$ cat src/hdl/crcrv_pkg.sv
`default_nettype none

package crcrv_pkg;

  localparam int unsigned PosW = 17;
  localparam int unsigned HdrLen = 8;
  localparam int unsigned CfgIdxW = 2;
  localparam int unsigned CfgDataW = 16;

  localparam logic [31:0] CrcPoly = 32'hEDB8_8320;
  localparam logic [31:0] CrcAllOnes = 32'hFFFF_FFFF;
  localparam logic [31:0] RecMagic = 32'h4C4E_5A53;

  typedef enum logic [2:0] {
    VerdictOk = 3'd0,
    VerdictBadMagic = 3'd1,
    VerdictBadVersion = 3'd2,
    VerdictBadSize = 3'd3,
    VerdictCrcMismatch = 3'd4
  } verdict_e;

  typedef enum logic [CfgIdxW-1:0] {
    CfgExpectedVersion = 2'd0,
    CfgExpectedSize = 2'd1
  } cfg_reg_e;

  typedef struct packed {
    logic [7:0] payload_byte;
    logic payload_valid;
    logic verdict_valid;
    verdict_e verdict;
  } result_t;

  // reflected CRC-32, one byte, eight shift steps
  function automatic logic [31:0] crc_byte(input logic [31:0] crc, input logic [7:0] b);
    logic [31:0] c;
    c = crc ^ {24'd0, b};
    for (int k = 0; k < 8; k++) begin
      c = (c >> 1) ^ (c[0] ? CrcPoly : 32'd0);
    end
    return c;
  endfunction

endpackage

`default_nettype wire

$ cat src/hdl/crcrv_if.sv
`default_nettype none

interface crcrv_in_if;
  logic valid;
  logic ready;
  logic [7:0] data_byte;
  logic first;
  modport source (output valid, output data_byte, output first, input ready);
  modport sink (input valid, input data_byte, input first, output ready);
endinterface

interface crcrv_out_if;
  logic valid;
  logic ready;
  logic [7:0] payload_byte;
  logic payload_valid;
  logic verdict_valid;
  logic [2:0] verdict;
  modport source (output valid, output payload_byte, output payload_valid,
                  output verdict_valid, output verdict, input ready);
  modport sink (input valid, input payload_byte, input payload_valid,
                input verdict_valid, input verdict, output ready);
endinterface

interface crcrv_cfg_if;
  logic valid;
  logic ready;
  logic [crcrv_pkg::CfgIdxW-1:0] index;
  logic [crcrv_pkg::CfgDataW-1:0] data;
  modport source (output valid, output index, output data, input ready);
  modport sink (input valid, input index, input data, output ready);
endinterface

`default_nettype wire

$ cat src/hdl/crc_checked_record_verifier.sv
// Each accepted item's result is registered and shown the cycle after.
// Throughput: one item per cycle when not stalled; the byte-wide CRC
// update and header compare sit between record state and result register.
// Reset (rst_ni low, asynchronous): record idle, position 0, CRC all ones,
// registers zero, result register empty.
`default_nettype none

module crc_checked_record_verifier (
  input  wire logic        clk_i,
  input  wire logic        rst_ni,
  crcrv_in_if.sink         in_i,
  crcrv_out_if.source      out_o,
  crcrv_cfg_if.sink        cfg_i
);

  localparam logic [crcrv_pkg::PosW-1:0] HdrEnd = crcrv_pkg::PosW'(crcrv_pkg::HdrLen);

  logic [15:0] exp_version_q;
  logic [15:0] exp_size_q;

  logic [crcrv_pkg::PosW-1:0] pos_q, pos_d;
  logic [31:0] crc_q, crc_d;
  logic [31:0] trl_q, trl_d;
  crcrv_pkg::verdict_e fail_q, fail_d;
  logic active_q, active_d;

  crcrv_pkg::result_t res_d, out_q;
  logic out_valid_q;
  logic in_acc;

  logic [crcrv_pkg::PosW-1:0] pos_s, body_end, trl_off;
  logic [31:0] crc_s, trl_s, crc_next;
  crcrv_pkg::verdict_e fail_s, code;
  logic active_s;
  logic [7:0] want;
  logic [1:0] idx;

  assign cfg_i.ready = 1'b1;
  assign in_i.ready = !out_valid_q || out_o.ready;
  assign in_acc = in_i.valid && in_i.ready;

  always_ff @(posedge clk_i or negedge rst_ni) begin
    if (!rst_ni) begin
      exp_version_q <= '0;
      exp_size_q <= '0;
    end else if (cfg_i.valid) begin
      case (cfg_i.index)
        crcrv_pkg::CfgExpectedVersion: exp_version_q <= cfg_i.data;
        crcrv_pkg::CfgExpectedSize: exp_size_q <= cfg_i.data;
        default: ;
      endcase
    end
  end

  always_comb begin
    active_s = in_i.first ? 1'b1 : active_q;
    pos_s = in_i.first ? '0 : pos_q;
    crc_s = in_i.first ? crcrv_pkg::CrcAllOnes : crc_q;
    trl_s = in_i.first ? 32'd0 : trl_q;
    fail_s = in_i.first ? crcrv_pkg::VerdictOk : fail_q;

    body_end = HdrEnd + crcrv_pkg::PosW'(exp_size_q);
    trl_off = pos_s - body_end;
    idx = (trl_off > crcrv_pkg::PosW'(3)) ? 2'd3 : trl_off[1:0];
    crc_next = crcrv_pkg::crc_byte(crc_s, in_i.data_byte);

    case (pos_s[2:0])
      3'd0, 3'd1, 3'd2, 3'd3: begin
        want = crcrv_pkg::RecMagic[{pos_s[1:0], 3'b000} +: 8];
        code = crcrv_pkg::VerdictBadMagic;
      end
      3'd4, 3'd5: begin
        want = exp_version_q[{pos_s[0], 3'b000} +: 8];
        code = crcrv_pkg::VerdictBadVersion;
      end
      default: begin
        want = exp_size_q[{pos_s[0], 3'b000} +: 8];
        code = crcrv_pkg::VerdictBadSize;
      end
    endcase

    active_d = active_s;
    pos_d = pos_s;
    crc_d = crc_s;
    trl_d = trl_s;
    fail_d = fail_s;
    res_d = '{payload_byte: 8'd0, payload_valid: 1'b0, verdict_valid: 1'b0,
              verdict: crcrv_pkg::VerdictOk};

    if (active_s) begin
      if (pos_s < HdrEnd) begin
        if (in_i.data_byte != want && fail_s == crcrv_pkg::VerdictOk) begin
          fail_d = code;
        end
        crc_d = crc_next;
        pos_d = pos_s + crcrv_pkg::PosW'(1);
      end else if (pos_s < body_end) begin
        crc_d = crc_next;
        pos_d = pos_s + crcrv_pkg::PosW'(1);
        res_d.payload_byte = in_i.data_byte;
        res_d.payload_valid = 1'b1;
      end else begin
        trl_d = trl_s | ({24'd0, in_i.data_byte} << {idx, 3'b000});
        if (idx == 2'd3) begin
          res_d.verdict_valid = 1'b1;
          res_d.verdict = fail_s;
          if (fail_s == crcrv_pkg::VerdictOk && ~crc_s != trl_d) begin
            res_d.verdict = crcrv_pkg::VerdictCrcMismatch;
          end
          active_d = 1'b0;
          pos_d = '0;
        end else begin
          pos_d = pos_s + crcrv_pkg::PosW'(1);
        end
      end
    end
  end

  always_ff @(posedge clk_i or negedge rst_ni) begin
    if (!rst_ni) begin
      pos_q <= '0;
      crc_q <= crcrv_pkg::CrcAllOnes;
      trl_q <= '0;
      fail_q <= crcrv_pkg::VerdictOk;
      active_q <= 1'b0;
      out_valid_q <= 1'b0;
    end else if (in_acc) begin
      pos_q <= pos_d;
      crc_q <= crc_d;
      trl_q <= trl_d;
      fail_q <= fail_d;
      active_q <= active_d;
      out_valid_q <= 1'b1;
    end else if (out_o.ready) begin
      out_valid_q <= 1'b0;
    end
  end

  always_ff @(posedge clk_i) begin
    if (in_acc) begin
      out_q <= res_d;
    end
  end

  assign out_o.valid = out_valid_q;
  assign out_o.payload_byte = out_q.payload_byte;
  assign out_o.payload_valid = out_q.payload_valid;
  assign out_o.verdict_valid = out_q.verdict_valid;
  assign out_o.verdict = out_q.verdict;

`ifndef SYNTHESIS
  a_pos_needs_record: assert property (@(posedge clk_i) disable iff (!rst_ni)
    pos_q != '0 |-> active_q)
    else $error("position nonzero while idle");

  a_verdict_ends_record: assert property (@(posedge clk_i) disable iff (!rst_ni)
    in_acc && res_d.verdict_valid |=> !active_q && pos_q == '0)
    else $error("record still active after verdict");

  a_one_kind_of_result: assert property (@(posedge clk_i) disable iff (!rst_ni)
    out_valid_q |-> !(out_q.payload_valid && out_q.verdict_valid))
    else $error("payload and verdict in one result");

  a_verdict_zero_unless_valid: assert property (@(posedge clk_i) disable iff (!rst_ni)
    out_valid_q && !out_q.verdict_valid |-> out_q.verdict == crcrv_pkg::VerdictOk)
    else $error("verdict code without verdict_valid");

  a_state_holds_when_stalled: assert property (@(posedge clk_i) disable iff (!rst_ni)
    !in_acc |=> $stable(pos_q) && $stable(crc_q) && $stable(active_q))
    else $error("record state moved without an accepted item");
`endif

endmodule

`default_nettype wire
$ cat src/flat_wrapper.sv
// flat-port wrapper written by rule: the top's interface ports become plain ports
module crc_checked_record_verifier_flat 
  (clk_i, rst_ni, in_i_valid, in_i_data_byte, in_i_first, in_i_ready, out_o_valid, out_o_payload_byte, out_o_payload_valid, out_o_verdict_valid, out_o_verdict, out_o_ready, cfg_i_valid, cfg_i_index, cfg_i_data, cfg_i_ready);
  crcrv_in_if in_i_i ();
  crcrv_out_if out_o_i ();
  crcrv_cfg_if cfg_i_i ();
  input  wire logic clk_i;
  input  wire logic rst_ni;
  input wire logic [$bits(in_i_i.valid)-1:0] in_i_valid;
  input wire logic [$bits(in_i_i.data_byte)-1:0] in_i_data_byte;
  input wire logic [$bits(in_i_i.first)-1:0] in_i_first;
  output wire logic [$bits(in_i_i.ready)-1:0] in_i_ready;
  output wire logic [$bits(out_o_i.valid)-1:0] out_o_valid;
  output wire logic [$bits(out_o_i.payload_byte)-1:0] out_o_payload_byte;
  output wire logic [$bits(out_o_i.payload_valid)-1:0] out_o_payload_valid;
  output wire logic [$bits(out_o_i.verdict_valid)-1:0] out_o_verdict_valid;
  output wire logic [$bits(out_o_i.verdict)-1:0] out_o_verdict;
  input wire logic [$bits(out_o_i.ready)-1:0] out_o_ready;
  input wire logic [$bits(cfg_i_i.valid)-1:0] cfg_i_valid;
  input wire logic [$bits(cfg_i_i.index)-1:0] cfg_i_index;
  input wire logic [$bits(cfg_i_i.data)-1:0] cfg_i_data;
  output wire logic [$bits(cfg_i_i.ready)-1:0] cfg_i_ready;
  assign in_i_i.valid = in_i_valid;
  assign in_i_i.data_byte = in_i_data_byte;
  assign in_i_i.first = in_i_first;
  assign in_i_ready = in_i_i.ready;
  assign out_o_valid = out_o_i.valid;
  assign out_o_payload_byte = out_o_i.payload_byte;
  assign out_o_payload_valid = out_o_i.payload_valid;
  assign out_o_verdict_valid = out_o_i.verdict_valid;
  assign out_o_verdict = out_o_i.verdict;
  assign out_o_i.ready = out_o_ready;
  assign cfg_i_i.valid = cfg_i_valid;
  assign cfg_i_i.index = cfg_i_index;
  assign cfg_i_i.data = cfg_i_data;
  assign cfg_i_ready = cfg_i_i.ready;
  crc_checked_record_verifier u_core (.clk_i(clk_i), .rst_ni(rst_ni), .in_i(in_i_i), .out_o(out_o_i), .cfg_i(cfg_i_i));
endmodule
$ cat config.mk
export PLATFORM = sky130hd
export DESIGN_NAME = crc_checked_record_verifier_flat
export DESIGN_NICKNAME = d
export VERILOG_FILES = /design/src/hdl/crcrv_pkg.sv /design/src/hdl/crcrv_if.sv /design/src/hdl/crc_checked_record_verifier.sv /design/src/flat_wrapper.sv
export SDC_FILE = /design/constraint.sdc
export NUM_CORES = 1
export LEC_CHECK = 0
export BUFFER_PORTS_ARGS = -buffer_cell sky130_fd_sc_hd__buf_2
export CAP_MARGIN = 20
export CORE_ASPECT_RATIO = 1.4
export CORE_MARGIN = 5
export CORE_UTILIZATION = 55
export DETAILED_ROUTE_END_ITERATION = 12
export GPL_TIMING_DRIVEN = 0
export PLACE_DENSITY = 0.76
export SLEW_MARGIN = 20
export SYNTH_ARGS = -nofsm -noshare
export SYNTH_HDL_FRONTEND = slang
export SYNTH_SLANG_ARGS = --single-unit
$ cat constraint.sdc
create_clock -name clk_i -period 4.1 [get_ports clk_i]
set_input_delay 0.205 -clock clk_i [delete_from_list [all_inputs] [get_ports clk_i]]
set_output_delay 0.205 -clock clk_i [all_outputs]
set_load 0.02 [all_outputs]
==> report_table.html <==
<table>
<tr><th>Metric</th><th>Value</th></tr>
<tr><th colspan="2">Run status</th></tr>
<tr><td>Status</td><td>finished with violations</td></tr>
<tr><td>Violations in the final reports</td><td>negative setup slack</td></tr>
<tr><th colspan="2">Drt</th></tr>
<tr><td>Routed wire length</td><td>30,150 um</td></tr>
<tr><td>Vias per Instance</td><td>6.667</td></tr>
<tr><td>Initial DRC count</td><td>823</td></tr>
<tr><td>Vias after detailed routing</td><td>8,334</td></tr>
<tr><td>Number of remaining DRC errors</td><td>0</td></tr>
<tr><td>Detail-routed net length per standard cell</td><td>24.12 um</td></tr>
<tr><td>Count of TritonRoute iterations in the first routing pass</td><td>6</td></tr>
<tr><td>Residual antenna-violating net count after detailed routing</td><td>0</td></tr>
<tr><th colspan="2">Worst setup path</th></tr>
<tr><td>Arrival @ worst endpoint</td><td>4630 ps</td></tr>
<tr><td>Crit. End Element</td><td>register</td></tr>
<tr><td>Critical path class</td><td>reg2reg</td></tr>
<tr><td>CP Capture Point</td><td>u_core.out_o.verdict[2]$_SDFFCE_PP0P_</td></tr>
<tr><td>Crit Path Max Fanout</td><td>5</td></tr>
<tr><td>Launching instance or port of the critical path</td><td>u_core.exp_size_q[7]$_DFFE_PN0P_</td></tr>
<tr><td>Element type at the critical path start</td><td>register</td></tr>
<tr><td>Origin of the critical flop-to-flop path</td><td>u_core.exp_size_q[7]$_DFFE_PN0P_</td></tr>
<tr><td>Slack of the worst reg-to-reg path</td><td>-360 ps</td></tr>
<tr><td>Length in cells of the worst reg-to-reg path</td><td>18</td></tr>
<tr><td>Data required time of the critical path</td><td>4280 ps</td></tr>
<tr><td>Endpoint of the lowest-slack register-to-register path</td><td>u_core.out_o.verdict[2]$_SDFFCE_PP0P_</td></tr>
<tr><th colspan="2">Yosys</th></tr>
<tr><td>Sequential area share after synthesis</td><td>0.3759</td></tr>
<tr><td>Unique cell type count in the Yosys netlist</td><td>83</td></tr>
<tr><td>Most used DFF post-synth</td><td>sky130_fd_sc_hd__dfrtp_1</td></tr>
<tr><td>Post-synthesis instance area</td><td>9001 um^2</td></tr>
<tr><td>Post-synthesis average cell area</td><td>9.299 um^2</td></tr>
<tr><td>Cells after Synth</td><td>968</td></tr>
<tr><td>Top post-synthesis cells by area</td><td>sky130_fd_sc_hd__dfrtp_1 (24%), sky130_fd_sc_hd__dfstp_2 (9.3%), sky130_fd_sc_hd__xnor2_1 (7.0%)</td></tr>
<tr><td>Number of flops mapped to enable cells by yosys</td><td>13</td></tr>
<tr><td>Net Count, Synth</td><td>1,024</td></tr>
<tr><td>Yosys top cell area share</td><td>0.2391</td></tr>
<tr><td>Async set-or-reset flop fraction in the synthesized netlist</td><td>0.9008</td></tr>
<tr><td>Syn. warnings</td><td>0</td></tr>
<tr><td>Flip-flop and latch count after synthesis</td><td>131</td></tr>
<tr><td>Post-synth top area cell</td><td>sky130_fd_sc_hd__dfrtp_1</td></tr>
<tr><th colspan="2">STA</th></tr>
<tr><td>Worst clock skew on the final layout</td><td>12.26 ps</td></tr>
<tr><td>Number of pins with negative max-slew slack in the final report</td><td>0</td></tr>
<tr><td>Endpoints failing hold</td><td>0</td></tr>
<tr><td>Setup-failing EPs final</td><td>1</td></tr>
<tr><td>Worst relative slew slack</td><td>0.2710</td></tr>
<tr><td>Slew at the pin with the worst max-slew slack</td><td>1086 ps</td></tr>
<tr><td>Post-route worst setup slack</td><td>-357.4 ps</td></tr>
<tr><td>Post-route minimum period</td><td>4457 ps</td></tr>
<tr><td>Fin Setup TNS</td><td>-357.4 ps</td></tr>
<tr><td>Period utilization</td><td>1.087</td></tr>
<tr><td>RSZ-0062 raised after global routing</td><td>true</td></tr>
<tr><td>Top achievable clock speed</td><td>0.2243 GHz</td></tr>
<tr><th colspan="2">Finish</th></tr>
<tr><td>Layout cells sized above 1</td><td>0.2236</td></tr>
<tr><td>Final net count</td><td>1,094</td></tr>
<tr><td>Finished Core Util</td><td>0.6521</td></tr>
<tr><td>Layout Area Growth over Synthesis</td><td>16.65%</td></tr>
<tr><td>Most common cell after layout, fill and taps aside</td><td>sky130_fd_sc_hd__o21ai_0</td></tr>
<tr><td>Most frequent cells in the layout</td><td>sky130_fd_sc_hd__o21ai_0 (88), sky130_fd_sc_hd__dfrtp_1 (83), sky130_fd_sc_hd__nor2_1 (80)</td></tr>
<tr><td>Total inserted antenna cells</td><td>0</td></tr>
<tr><th colspan="2">Floorplanning</th></tr>
<tr><td>Effective utilization at floorplan</td><td>0.5590</td></tr>
<tr><td>I/O pin cnt</td><td>48</td></tr>
<tr><td>Core box area</td><td>16,100 um^2</td></tr>
<tr><td>Die X</td><td>118.1 um</td></tr>
<tr><td>Site row count</td><td>55</td></tr>
<tr><td>Die height</td><td>161.4 um</td></tr>
<tr><td>Die Outline Area</td><td>19,060 um^2</td></tr>
<tr><th colspan="2">Power and ir drop</th></tr>
<tr><td>Switching share of power</td><td>0.4059</td></tr>
<tr><td>Net Switching</td><td>2.517 mW</td></tr>
<tr><td>Register share of total power</td><td>0.348</td></tr>
<tr><td>Pwr per Cell Area</td><td>590.5 nW/um^2</td></tr>
<tr><td>Clock group share of total power</td><td>0.254</td></tr>
<tr><td>Internal power contribution</td><td>3.684 mW</td></tr>
<tr><td>Static leakage</td><td>4.347 nW</td></tr>
<tr><td>Power after layout</td><td>6.201 mW</td></tr>
<tr><td>Maximum vdd drop</td><td>0.6736 mV</td></tr>
<tr><td>Combinational share of power</td><td>0.398</td></tr>
<tr><th colspan="2">Placed design</th></tr>
<tr><td>Routability Congestion</td><td>1.027</td></tr>
<tr><td>Place WS</td><td>-1026 ps</td></tr>
<tr><td>Quantity of I/O buffers inserted on ports</td><td>39</td></tr>
<tr><td>HPWL after detailed placement</td><td>21,690 um</td></tr>
<tr><th colspan="2">Global routing</th></tr>
<tr><td>Antenna violations before repair</td><td>0</td></tr>
<tr><td>Wire length of the first global-routing pass</td><td>46,510 um</td></tr>
<tr><td>Total global routing track utilization</td><td>0.3107</td></tr>
<tr><td>Maximum number of pins on one net before global-route repair</td><td>82</td></tr>
<tr><td>Vias in the first global route</td><td>8,291</td></tr>
<tr><td>Total grt overflow</td><td>0</td></tr>
<tr><th colspan="2">Run</th></tr>
<tr><td>Reported max-cap violation count</td><td>0</td></tr>
<tr><th colspan="2">Clock tree</th></tr>
<tr><td>Clock slew seen by the registers of the worst setup and hold paths</td><td>70 ps</td></tr>
<tr><td>Buffer levels on the longest clock path</td><td>2</td></tr>
<tr><td>TritonCTS Sinks</td><td>131</td></tr>
<tr><td>Latest clock arrival within the worst-skew pair</td><td>430 ps</td></tr>
<tr><td>CTS root buffer</td><td>sky130_fd_sc_hd__clkbuf_16</td></tr>
<tr><td>Number of H-tree levels</td><td>4</td></tr>
<tr><td>Number of CTS-inserted buffers</td><td>17</td></tr>
<tr><td>TritonCTS clock tree</td><td>yes</td></tr>
<tr><th colspan="2">Hold path</th></tr>
<tr><td>Worst Hold Class</td><td>in2reg</td></tr>
</table>
-- critical path, stage by stage, from the launching register on --
cell and delay (ps):
sky130_fd_sc_hd__dfrtp_1 370, sky130_fd_sc_hd__and3_4 210, sky130_fd_sc_hd__and3_4 220, sky130_fd_sc_hd__nand3_4 120
sky130_fd_sc_hd__nor2_4 170, sky130_fd_sc_hd__nand3_2 110, sky130_fd_sc_hd__xor2_2 190, sky130_fd_sc_hd__ha_4 310
sky130_fd_sc_hd__and3_4 210, sky130_fd_sc_hd__nand2_1 80, sky130_fd_sc_hd__and3_1 190, sky130_fd_sc_hd__a21o_1 180
sky130_fd_sc_hd__nor4bb_2 310, sky130_fd_sc_hd__and4b_2 310, sky130_fd_sc_hd__and4b_4 240, sky130_fd_sc_hd__a2111o_1 120
sky130_fd_sc_hd__o21ai_1 60, sky130_fd_sc_hd__or4b_1 520, sky130_fd_sc_hd__o31a_1 280
-- cell families after synthesis --
kind of cell | Yosys count | synth area share
XOR/XNOR | 104 | 0.1012
adder cells (fa/ha/maj) | 24 | 0.03420
multiplexers | 49 | 0.07061
AO/OA/AOI/OAI | 267 | 0.2034
flip-flops | 131 | 0.3759
AND/OR/NAND/NOR | 318 | 0.1808
other | 1 | 0.0004166
buffers and inverters | 74 | 0.03350
-- Yosys cell counts (all sizes together) (4+ instances only) --
cell and count:
buf 9, o2111ai 7, a21oi 30, a21o 10
o32ai 4, o21ai 93, dfstp 32, nand3 28
nand2 70, and3 21, xnor2 72, mux4 8
nor4 11, o22ai 18, a211o 4, a221oi 5
a22o 38, or3 7, nand4 11, a22oi 5
nor2 86, mux2i 8, nand2b 12, or2 4
o21a 4, dfrtp 86, o211ai 4, o31ai 9
a31oi 6, xor2 32, ha 23, nor2b 25
inv 14, mux2 33, a211oi 6, clkbuf 50
nor3 15, and2 12, edfxtp 13
-- power groups by stage --
stage / Clock, mW / Sequential, mW / Combinational (mW)
3_5_place_dp: 0 / 2.13 / 2.31
2_1_floorplan: 0 / 1.90 / 1.83
6_report: 1.57 / 2.16 / 2.47
5_1_grt: 1.64 / 2.15 / 2.67
3_3_place_gp: 0 / 2.13 / 2.26
4_1_cts: 1.58 / 2.11 / 2.40
-- registers in the layout, indices dropped and copies added, names as in the netlist --
register and count:
u_core.crc_q 32, u_core.out_o.verdict_valid 1, u_core.fail_q 3, u_core.out_o.valid 1, u_core.out_o.payload_valid 1, u_core.active_q 1, u_core.out_o.payload_byte 8, u_core.trl_q 32
u_core.pos_q 17, u_core.exp_version_q 16, u_core.out_o.verdict 3, u_core.exp_size_q 16
-- stage by stage --
step,hold WS (ps),std cells,area (um^2)
after floorplan,-90.59,968,9044
after global placement,411.1,1206,9488
after detailed placement,138.5,1207,9529
after CTS,18.78,1249,10410
after global routing,28.39,1250,10500
final,20.08,1250,10500
-- metal layers --
| layer | GRT usage | part of all wire |
|---|---|---|
| met3 | 0.04939 | 0.069 |
| met2 | 0.5425 | 0.50 |
| met1 | 0.3502 | 0.35 |
| met5 | 0 | 0 |
| met4 | 0.1987 | 0.075 |
-- layout make-up --
class / count / area (um^2)
Buffer: 55 / 255.2
Clock inverter: 13 / 133.9
Inverter: 15 / 56.30
Multi-Input combinational cell: 763 / 5597
Sequential cell: 131 / 3387
Clock buffer: 19 / 475.5
Fill cell: 1347 / 5603
Timing Repair Buffer: 55 / 346.6
Tap cell: 199 / 249.0
-- worst min-delay path by stage --
stage,startpoint,to,slack [ps],depth (start not counted)
6_report,cfg_i_data[14],u_core.exp_version_q[14]$_DFFE_PN0P_,20,2
5_1_grt,cfg_i_data[15],u_core.exp_size_q[15]$_DFFE_PN0P_,30,2
4_1_cts,cfg_i_data[14],u_core.exp_version_q[14]$_DFFE_PN0P_,20,2
3_5_place_dp,rst_ni,u_core.out_o.valid$_DFFE_PN0P_,140,1
3_3_place_gp,in_i_valid,u_core.out_o.valid$_DFFE_PN0P_,410,2
2_1_floorplan,rst_ni,u_core.active_q$_DFFE_PN0P_,-90,0
-- what timing repair did --
item	CTS	global route
resized for setup	43	23
pin swaps	19	6
setup buffers	10	3
endpoints found under the setup margin	58	65
gates cloned	0	0
hold buffers	2	0
endpoints found under the hold margin	38	0
No activity file was read; power rests on OpenSTA's default activity.
